### config.mk
export PLATFORM = sky130hd
export DESIGN_NAME = bqc_cell
export DESIGN_NICKNAME = d
export VERILOG_FILES = /design/src/rtl/bqc_pkg.sv /design/src/rtl/bqc_cell.sv
export SDC_FILE = /design/constraint.sdc
export NUM_CORES = 1
export LEC_CHECK = 0
export CORE_MARGIN = 2
export CORE_UTILIZATION = 40
export CTS_CLUSTER_DIAMETER = 80
export CTS_CLUSTER_SIZE = 14
export DETAILED_ROUTE_END_ITERATION = 12
export DONT_BUFFER_PORTS = 1
export GPL_ROUTABILITY_DRIVEN = 0
export GPL_TIMING_DRIVEN = 0
export PLACE_DENSITY_LB_ADDON = 0.1
export RECOVER_POWER = 50
export SLEW_MARGIN = 20
export SYNTH_ARGS = -nofsm -noshare
export SYNTH_HDL_FRONTEND = slang
export SYNTH_SLANG_ARGS = --single-unit
### constraint.sdc
create_clock -name clk -period 1.4 [get_ports clk]
set_input_delay 0 -clock clk [delete_from_list [all_inputs] [get_ports clk]]
set_output_delay 0 -clock clk [all_outputs]
set_load 0.01 [all_outputs]
### src/rtl/bqc_pkg.sv
package bqc_pkg;

  // Character codes the scanner reacts to
  localparam logic [7:0] CH_LPAREN = 8'h28;
  localparam logic [7:0] CH_RPAREN = 8'h29;
  localparam logic [7:0] CH_LSQ    = 8'h5B;
  localparam logic [7:0] CH_RSQ    = 8'h5D;
  localparam logic [7:0] CH_LBRACE = 8'h7B;
  localparam logic [7:0] CH_RBRACE = 8'h7D;
  localparam logic [7:0] CH_DQUOTE = 8'h22;
  localparam logic [7:0] CH_SQUOTE = 8'h27;
  localparam logic [7:0] CH_SLASH  = 8'h2F;
  localparam logic [7:0] CH_STAR   = 8'h2A;
  localparam logic [7:0] CH_NL     = 8'h0A;

  // Opener kind codes held in each stack entry
  localparam int unsigned KIND_BITS = 3;
  typedef logic [KIND_BITS-1:0] open_kind_t;
  localparam open_kind_t KIND_PAREN  = 3'd0;
  localparam open_kind_t KIND_SQUARE = 3'd1;
  localparam open_kind_t KIND_BRACE  = 3'd2;
  localparam open_kind_t KIND_DQUOTE = 3'd3;
  localparam open_kind_t KIND_SQUOTE = 3'd4;

  // Report kinds on the result channel
  typedef enum logic [1:0] {
    REP_UNMATCHED = 2'd0,
    REP_UNCLOSED  = 2'd1,
    REP_FULL      = 2'd2,
    REP_CLEAN     = 2'd3
  } rep_kind_t;

  // Shift command broadcast along the cell chain
  typedef struct packed {
    logic push;
    logic pop;
  } bqc_shift_t;

  function automatic logic [7:0] kind_char(input open_kind_t k);
    logic [7:0] ch;
    unique case (k)
      KIND_PAREN:  ch = CH_LPAREN;
      KIND_SQUARE: ch = CH_LSQ;
      KIND_BRACE:  ch = CH_LBRACE;
      KIND_DQUOTE: ch = CH_DQUOTE;
      KIND_SQUOTE: ch = CH_SQUOTE;
      default:     ch = 8'h00;
    endcase
    return ch;
  endfunction

endpackage

### src/rtl/bqc_cell.sv
module bqc_cell
  import bqc_pkg::*;
#(
  parameter int unsigned LINE_BITS = 16
) (
  input  logic                 clk,
  input  bqc_shift_t           shift,
  input  open_kind_t           above_kind,
  input  logic [LINE_BITS-1:0] above_line,
  input  open_kind_t           below_kind,
  input  logic [LINE_BITS-1:0] below_line,
  output open_kind_t           kind,
  output logic [LINE_BITS-1:0] line
);

  open_kind_t           kind_r, kind_nxt;
  logic [LINE_BITS-1:0] line_r, line_nxt;

  // Push takes the entry from above, pop the entry from below
  always_comb begin
    kind_nxt = kind_r;
    line_nxt = line_r;
    if (shift.push) begin
      kind_nxt = above_kind;
      line_nxt = above_line;
    end else if (shift.pop) begin
      kind_nxt = below_kind;
      line_nxt = below_line;
    end
  end

  always_ff @(posedge clk) begin
    kind_r <= kind_nxt;
    line_r <= line_nxt;
  end

  assign kind = kind_r;
  assign line = line_r;

endmodule

# Word-level counts from Yosys, hierarchy flattened
# Cells that the tools add are included.
[totals]
output_inout_bits = 19
ff_bits = 19
wordCells = 7
in_bits = 41
[classes]
n_reduce_logical = 1
n_mux = 4
[op_table]
columns = ["operator", "n"]
rows = [
  ["16-bit two-way mux", 2],
  ["3-bit two-way mux", 2],
  ["2-bit nonzero test", 1],
]

# Logic depth before layout (Yosys ltp)
# Gate-level depths: netlist of run 1.
[logic_depth]
word_depth = 2
depth_mapped = 2
ltp_nobuf = 1

# Worst setup path before layout of run 1
# No wires, ideal clock.
[synth_timing]
kind = "input to register"
from = "input port shift[1] (netlist name)"
to = "register kind_r[0] (netlist: kind[0]) (enable)"
path_stages = 2
setup_ns = 0.298
arrival_ns = 0.574
slack_ns = 0.528
path_buffers = 1
cell_sequence = "buf_6 -> or2_2"
[synth_via]
elab_chain_len = 1
[synth_lines]
columns = ["item", "line", "text"]
rows = [
  ["from (decl)", "bqc_cell.sv:7", "input bqc_shift_t shift,"],
  ["2-bit nonzero test (no line)", "--", ""],
  ["to (signal assigned)", "bqc_cell.sv:33", "kind_r <= kind_nxt;"],
  ["to (decl)", "bqc_cell.sv:16", "open_kind_t kind_r, kind_nxt;"],
]
# Every way passes these cells.
# A chain may end at the register's enable or synchronous reset.

# Worst setup path in the final report of run 1
[layout_timing]
from = "input port above_line[13]"
to = "register line_r[13] (netlist: line[13]), data pin"
[layout_via]
elab_chain_len = 1
[layout_lines]
columns = ["item", "line", "text"]
rows = [
  ["from (decl)", "bqc_cell.sv:9", "input logic [LINE_BITS-1:0] above_line,"],
  ["16-bit two-way mux", "bqc_cell.sv:23", "if (shift.push) begin"],
  ["via line_nxt[13]", "bqc_cell.sv:17", "logic [LINE_BITS-1:0] line_r, line_nxt;"],
  ["to (signal assigned)", "bqc_cell.sv:34", "line_r <= line_nxt;"],
  ["to (decl)", "bqc_cell.sv:17", ""],
]
# The timed path passes the listed nets, and every way through them passes these cells.

==> impl_summary.txt, run 1 <==
----------------------------------------------------
[Timing]
  Highest Clock Rate ... around 0.75 GHz
  Endpoints failing setup ... 0
  Final worst path period need ... 1.325 ns
  Headroom to the max-slew limit ... 0.4970
  Number of pins exceeding their max-slew limit in the final report ... 0
  Fin Setup TNS ... 0 ns
  Final-report hold violation count ... 0
  Portion of the clock cycle consumed by the worst path in the final layout ... 0.9462
  Worst-margin pin slew ... between 0.7 and 0.8 ns
  Unrepaired setup endpoints after global routing ... false

[Route]
  WL/cell ... 14.14 um
  Via count normalized by instance count ... 4.685
  DRT iter0 DRCs ... 11
  Total routed wirelength ... 1569 um
  Antenna-violating nets left ... 0
  Post-route DRC ... 0
  DR pass1 iterations ... 3
  Vias post-DR ... 520

[Layout]
  Flip-flop and latch area ... 570.5 sq um
  Number of fillers in the final layout ... roughly 160
  Multi-input gate area ... 291.5 sq um
  Post-route insts no fill ... 111
  Inserted Diodes ... 0
  Area growth from synthesis to layout ... 49.22%
  Layout cells sized above 1 ... 0.2892
  Final core utilization ... 0.6144
  Top library cells by usage in the layout, fill and taps aside ... sky130_fd_sc_hd__dlygate4sd3_1 (38), sky130_fd_sc_hd__mux2_4 (19), sky130_fd_sc_hd__edfxtp_1 (19), sky130_fd_sc_hd__clkbuf_4 (3)
  Most frequent standard cell in the layout excluding fill and tap cells ... sky130_fd_sc_hd__dlygate4sd3_1
  Final-stage net count ... 125

[Power and ir drop]
  Reported leakage power ... 0.5353 nW
  Max VDD drop ... 0.4438 mV
  Proportion of power drawn by flip-flops and latches ... 0.617
  Total power per unit cell area ... around 930 mW/mm^2
  Combinational share of power ... 0.168
  Net switching fraction of the power ... 0.2109
  Share of total power in the clock network ... 0.215
  Reported net switching power ... between 0.2 and 0.3 mW
  Internal power ... 0.9682 mW

[CTS]
  Clock Path Buffers ... 2
  TritonCTS Buffers ... 3
  Register clock-pin slew on the reported worst setup and hold paths ... 0.10 ns
  # clock sinks ... 19
  CTS tree ... built
  Number of setup buffers added after CTS ... 0
  Post-CTS Hold Fix Bufs ... 38
  Resize count post-CTS ... 0
  Clock H-tree levels ... 1
  Clock root cell ... sky130_fd_sc_hd__clkbuf_4

[Die]
  Effective utilization at floorplan ... 0.4118
  Number of cell rows ... 17
  Die W ... slightly above 50 um
  Vertical die dimension ... 51.03 um
  Total core area ... 0.002148 sq mm
  Area of the die ... 0.002604 sq mm
  Io pins ... 60

[Setup path]
  Crit end category ... flop
  Required time at the endpoint of the critical path ... 1.45 ns
  Critical Path, Cell by Cell ... dlygate4sd3_1 -> mux2_4 -> dlygate4sd3_1
  Worst endpoint data arrival time ... approximately 1.4 ns
  Maximum fanout along the worst path ... 1
  Cell type with the highest occurrence count on the critical path ... sky130_fd_sc_hd__dlygate4sd3_1
  CP max stage cell ... sky130_fd_sc_hd__dlygate4sd3_1
  Startpoint-to-endpoint class of the critical path ... input port to flop
  CP Launch Type ... input port
  Stage delay of the slowest cell on the critical path ... approximately 0.56 ns

[Synth]
  Net Count, Synth ... a little over 80
  Count of cell types in the netlist ... 4
  Mapped Avg Cell Area ... 21.58 sq um
  Warnings from Yosys ... 0
  Cell area after synthesis ... 884.6 sq um
  Share of synthesized area occupied by flip-flops and latches ... 0.6450
  Cells after synthesis ... between 40 and 50
  Count of state elements after synthesis ... 19

[Global routing]
  Global-route wire length before repair ... 2228 um
  Pin count of the biggest net entering global routing ... 20
  Remaining global-route overflow ... 0
  Initial antenna violation count ... 0
  Total track usage ... 0.1212
  Via count of the first global-routing pass ... 532

[Placement]
  Post-DP HPWL ... between 1000 and 1500 um
  Number of placed instances with taps included ... just under 70
  Number of input and output port buffers inserted ... 0

[Worst hold path]
  Number of cells on the worst hold path ... 2
  Hold/Removal Path Class ... input port to flop

[Run status]
  Status ... complete, no violations

[Run]
  Max-cap violations ... 0

----------------------------------------------------
[path summary, 6_finish.rpt]
kind	from	end
hold / removal	below_line[2]	line[2]$_DFFE_PP_
setup / recovery	above_line[13]	line[13]$_DFFE_PP_
[power by group through the flow]
stage | logic, mW | clock network [mW] | registers (mW)
6_report | 0.206 | 0.264 | 0.757
5_1_grt | 0.220 | 0.307 | 0.763
4_1_cts | 0.206 | 0.279 | 0.760
3_5_place_dp | 0.106 | 0 | 0.773
3_3_place_gp | 0.103 | 0 | 0.771
2_1_floorplan | 0.0963 | 0 | 0.762
[through the flow]
stage | total power, mW | cell area [sq um] | hold slack [ns] | setup slack (ns)
floorplan | 0.8583 | 884.6 | 0.2175 | 0.5281
global placement | 0.8735 | 919.6 | 0.2194 | 0.4792
detailed placement | 0.8789 | 919.6 | 0.2196 | 0.4589
CTS | 1.244 | 1326 | 0.2834 | 0.1130
global route | 1.290 | 1320 | 0.4367 | 0.07184
finish | 1.227 | 1320 | 0.4514 | 0.07526
[synth_stat cells, drive strengths merged]
cell / instances / area share
buf: 2 / 0.025
edfxtp: 19 / 0.64
or2: 1 / 0.0071
mux2: 19 / 0.32
[registers in the layout, indices dropped and copies added (netlist names)]
signal / flops
kind: 3
line: 16
[logic make-up (layout without fill, tap and decap cells)]
| family | Yosys count | in the layout | synth area share |
|---|---|---|---|
| buffers and inverters | 2 | 44 | 0.02546 |
| flip-flops | 19 | 19 | 0.6450 |
| multiplexers | 19 | 19 | 0.3225 |
| AND/OR/NAND/NOR | 1 | 1 | 0.007077 |
[area by class of cell]
type                            count  area share
Sequential cell                    19      0.4322
Clock buffer                        4     0.01991
Timing Repair Buffer               38      0.2882
Buffer                              2     0.01232
Tap cell                           28     0.02654
Multi-Input combinational cell     20      0.2209
[per-layer routing]
metal / share of wire / wire, um / vias to the layer above / GRT usage
met2: 0.63 / 992 / 31 / 0.2619
met3: 0.087 / 136 / 0 / 0.04094
met5: 0 / 0 / - / 0
met1: 0.28 / 440 / 247 / 0.08779
li1: - / - / 242 / -
met4: 0 / 0 / 0 / 0.05405
[critical path, delay by kind of cell]
kind                   cells  cell delay [ns]
buffers and inverters      2             1.10
multiplexers               1             0.26
Note: power is estimated with default switching activity, not from simulation.
==> inputs of run 2 (changes only) <==
--- a/config.mk
+++ b/config.mk
@@ -5,6 +5,7 @@
 export SDC_FILE = /design/constraint.sdc
 export NUM_CORES = 1
 export LEC_CHECK = 0
+export ABC_AREA = 1
 export CORE_MARGIN = 2
 export CORE_UTILIZATION = 40
 export CTS_CLUSTER_DIAMETER = 80
==> impl_summary.txt, run 2 <==
----------------------------------------------------
[Global routing]
  Initial antenna violation count ... 0 (unchanged)
  Remaining global-route overflow ... 0 (unchanged)
  Pin count of the biggest net entering global routing ... 20 (unchanged)
  Via count of the first global-routing pass ... 773 (was 532)
  Total track usage ... 0.1803 (was 0.1212)
  Global-route wire length before repair ... 3249 um (was 2228 um)

[Route]
  Total routed wirelength ... 1958 um (was 1569 um)
  WL/cell ... 13.05 um (was 14.14 um)
  Antenna-violating nets left ... 0 (unchanged)
  Post-route DRC ... 0 (unchanged)
  DRT iter0 DRCs ... 9 (was 11)
  Via count normalized by instance count ... 4.853 (was 4.685)
  Vias post-DR ... 728 (was 520)
  DR pass1 iterations ... 4 (was 3)

[Synth]
  Cell area after synthesis ... 812.0 sq um (was 884.6 sq um)
  Cells after synthesis ... 81 (was 41)
  Number of enable flip-flop cells after synthesis ... 19 (unchanged)
  Share of synthesized area occupied by flip-flops and latches ... 0.7026 (was 0.6450)
  Most used flip-flop cell after synthesis ... sky130_fd_sc_hd__edfxtp_1 (unchanged)
  Proportion of register bits with asynchronous set or reset after synthesis ... 0 (unchanged)
  Cell types with the highest counts after synthesis ... sky130_fd_sc_hd__nand2_1 (57), sky130_fd_sc_hd__edfxtp_1 (19), sky130_fd_sc_hd__buf_2 (2) (was sky130_fd_sc_hd__edfxtp_1 (19), sky130_fd_sc_hd__mux2_4 (19), sky130_fd_sc_hd__buf_6 (2))
  Area share of the leading cell type in the synthesized netlist ... 0.7026 (was 0.6450)
  Main area contributors after synthesis ... sky130_fd_sc_hd__edfxtp_1 (70%), sky130_fd_sc_hd__nand2_1 (26%), sky130_fd_sc_hd__buf_2 (1.2%) (was sky130_fd_sc_hd__edfxtp_1 (64%), sky130_fd_sc_hd__mux2_4 (32%), sky130_fd_sc_hd__buf_6 (2.5%))
  Net Count, Synth ... 122 (was 82)
  Count of state elements after synthesis ... 19 (unchanged)
  Warnings from Yosys ... 0 (unchanged)
  Mapped Avg Cell Area ... 10.03 sq um (was 21.58 sq um)
  Most frequent cell after synthesis ... sky130_fd_sc_hd__nand2_1
  Count of cell types in the netlist ... 6 (was 4)
  Top cell type by total area after synthesis ... sky130_fd_sc_hd__edfxtp_1 (unchanged)

[CTS]
  Clock Path Buffers ... 2 (unchanged)
  Post-CTS Hold Fix Bufs ... 38 (unchanged)
  CTS tree ... built (unchanged)
  # clock sinks ... 19 (unchanged)
  Clock H-tree levels ... 1 (unchanged)
  Clock root cell ... sky130_fd_sc_hd__clkbuf_4 (unchanged)
  Number of setup buffers added after CTS ... 0 (unchanged)
  Resize count post-CTS ... 0 (unchanged)
  TritonCTS Buffers ... 3 (unchanged)
  Register clock-pin slew on the reported worst setup and hold paths ... 0.11 ns (was 0.10 ns)

[Setup path]
  Maximum fanout along the worst path ... 1 (unchanged)
  Required time at the endpoint of the critical path ... 1.44 ns (was 1.45 ns)
  Crit end category ... flop (unchanged)
  CP Launch Point ... below_line[15] (was above_line[13])
  CP Launch Type ... input port (unchanged)
  Startpoint-to-endpoint class of the critical path ... input port to flop (unchanged)
  Worst endpoint data arrival time ... 1.23 ns (was 1.37 ns)

[Power and ir drop]
  Power after layout ... 1.209 mW (was 1.227 mW)
  Proportion of power drawn by flip-flops and latches ... 0.626 (was 0.617)
  Reported net switching power ... 0.2850 mW (was 0.2588 mW)
  Total power per unit cell area ... 965.9 mW/mm^2 (was 929.5 mW/mm^2)
  Reported leakage power ... 0.5592 nW (was 0.5353 nW)
  Net switching fraction of the power ... 0.2358 (was 0.2109)
  Max VDD drop ... 0.5751 mV (was 0.4438 mV)
  Internal power ... 0.9236 mW (was 0.9682 mW)
  Share of total power in the clock network ... 0.225 (was 0.215)
  Combinational share of power ... 0.149 (was 0.168)

[Run status]
  Status ... complete, no violations (unchanged)

[Worst hold path]
  Hold EP ... line[4]$_DFFE_PP_ (was line[2]$_DFFE_PP_)
  Hold/Removal Path Class ... input port to flop (unchanged)
  Worst Min Path Start ... above_line[4] (was below_line[2])
  Number of cells on the worst hold path ... 3 (was 2)

[Layout]
  Top library cells by usage in the layout, fill and taps aside ... sky130_fd_sc_hd__nand2_1 (57), sky130_fd_sc_hd__dlygate4sd3_1 (38), sky130_fd_sc_hd__edfxtp_1 (19), sky130_fd_sc_hd__clkbuf_4 (3), sky130_fd_sc_hd__clkbuf_1 (2) (was sky130_fd_sc_hd__dlygate4sd3_1 (38), sky130_fd_sc_hd__mux2_4 (19), sky130_fd_sc_hd__edfxtp_1 (19), sky130_fd_sc_hd__clkbuf_4 (3))
  Final-stage net count ... 165 (was 125)
  Inserted Diodes ... 0 (unchanged)
  Max FFs per register ... 16 (unchanged)
  Most frequent standard cell in the layout excluding fill and tap cells ... sky130_fd_sc_hd__nand2_1 (was sky130_fd_sc_hd__dlygate4sd3_1)
  Layout cells sized above 1 ... 0.04878 (was 0.2892)
  Area growth from synthesis to layout ... 54.08% (was 49.22%)

[Die]
  Number of cell rows ... 16 (was 17)
  Total core area ... 0.001942 sq mm (was 0.002148 sq mm)
  Vertical die dimension ... 49.06 um (was 51.03 um)
  Io pins ... 60 (unchanged)
  Die W ... 49.06 um (was 51.03 um)
  Area of the die ... 0.002406 sq mm (was 0.002604 sq mm)
  Effective utilization at floorplan ... 0.4182 (was 0.4118)

[Timing]
  Fin Setup TNS ... 0 ns (unchanged)
  Endpoints failing setup ... 0 (unchanged)
  Portion of the clock cycle consumed by the worst path in the final layout ... 0.8477 (was 0.9462)
  Unrepaired setup endpoints after global routing ... false (unchanged)
  Final-report hold violation count ... 0 (unchanged)
  Final worst path period need ... 1.187 ns (was 1.325 ns)
  Number of pins exceeding their max-slew limit in the final report ... 0 (unchanged)
  Worst-margin pin slew ... 0.8280 ns (was 0.7545 ns)
  Headroom to the max-slew limit ... 0.4480 (was 0.4970)
  Highest Clock Rate ... 0.8426 GHz (was 0.7549 GHz)

[Run]
  Max-cap violations ... 0 (unchanged)

[Placement]
  Number of input and output port buffers inserted ... 0 (unchanged)
  Post-DP HPWL ... 1039 um (was 1095 um)

----------------------------------------------------
==> run 2: kinds of logic after synthesis <==
| logic type | Yosys count | synth area share |
|---|---|---|
| simple gates | 58 | 0.2712 |
| flops | 19 | 0.7026 |
| buf+inv | 4 | 0.02619 |
==> run 2: worst max path at each step <==
stage | end | slack [ns] | depth (start not counted)
final | line[15]$_DFFE_PP_ | 0.21 | 4
after global routing | line[15]$_DFFE_PP_ | 0.21 | 4
after CTS | line[10]$_DFFE_PP_ | 0.27 | 4
after detailed placement | line[10]$_DFFE_PP_ | 0.13 | 2
after global placement | line[10]$_DFFE_PP_ | 0.15 | 2
after floorplan | kind[0]$_DFFE_PP_ | 0.37 | 2
==> run 2: stage by stage <==
| step | util | hold WS, ns | cell area (sq um) | instances | setup WS, ns |
|---|---|---|---|---|---|
| floorplan | - | 0.1786 | 812.0 | 81 | 0.3728 |
| global placement | 0.4356 | 0.1803 | 845.8 | 108 | 0.1515 |
| detailed placement | 0.4356 | 0.1840 | 845.8 | 108 | 0.1313 |
| CTS | 0.6450 | 0.4126 | 1252 | 150 | 0.2679 |
| global route | 0.6443 | 0.4118 | 1251 | 150 | 0.2066 |
| finish | 0.6443 | 0.4194 | 1251 | 150 | 0.2133 |
==> run 2: final cells by class <==
cell class	count	area, sq um
tap	27	33.78
clock buffer	4	26.28
multi-input combinational	58	220.2
fill	167	690.7
buffer	3	16.27
timing repair buffer	38	380.4
inverter	1	3.754
sequential	19	570.5
==> run 2: critical path: stages <==
cell and delay [ns]:
sky130_fd_sc_hd__dlygate4sd3_1 0.55, sky130_fd_sc_hd__nand2_1 0.07, sky130_fd_sc_hd__nand2_1 0.05, sky130_fd_sc_hd__dlygate4sd3_1 0.56
==> run 2: power by group through the flow <==
| stage | sequential (mW) | combinational (mW) | clock [mW] |
|---|---|---|---|
| 4_1_cts | 0.757 | 0.175 | 0.277 |
| 6_report | 0.757 | 0.180 | 0.272 |
| 3_3_place_gp | 0.770 | 0.0721 | 0 |
| 3_5_place_dp | 0.770 | 0.0752 | 0 |
| 2_1_floorplan | 0.762 | 0.0596 | 0 |
| 5_1_grt | 0.762 | 0.200 | 0.310 |
==> run 2: metal layers <==
metal / GRT usage / share of wire / vias to the layer above / wire, um
met5: 0 / 0 / - / 0
met4: 0.1095 / 0.036 / 0 / 70
met3: 0.05828 / 0.068 / 10 / 134
met2: 0.3425 / 0.55 / 42 / 1084
met1: 0.1623 / 0.34 / 332 / 669
li1: - / - / 344 / -
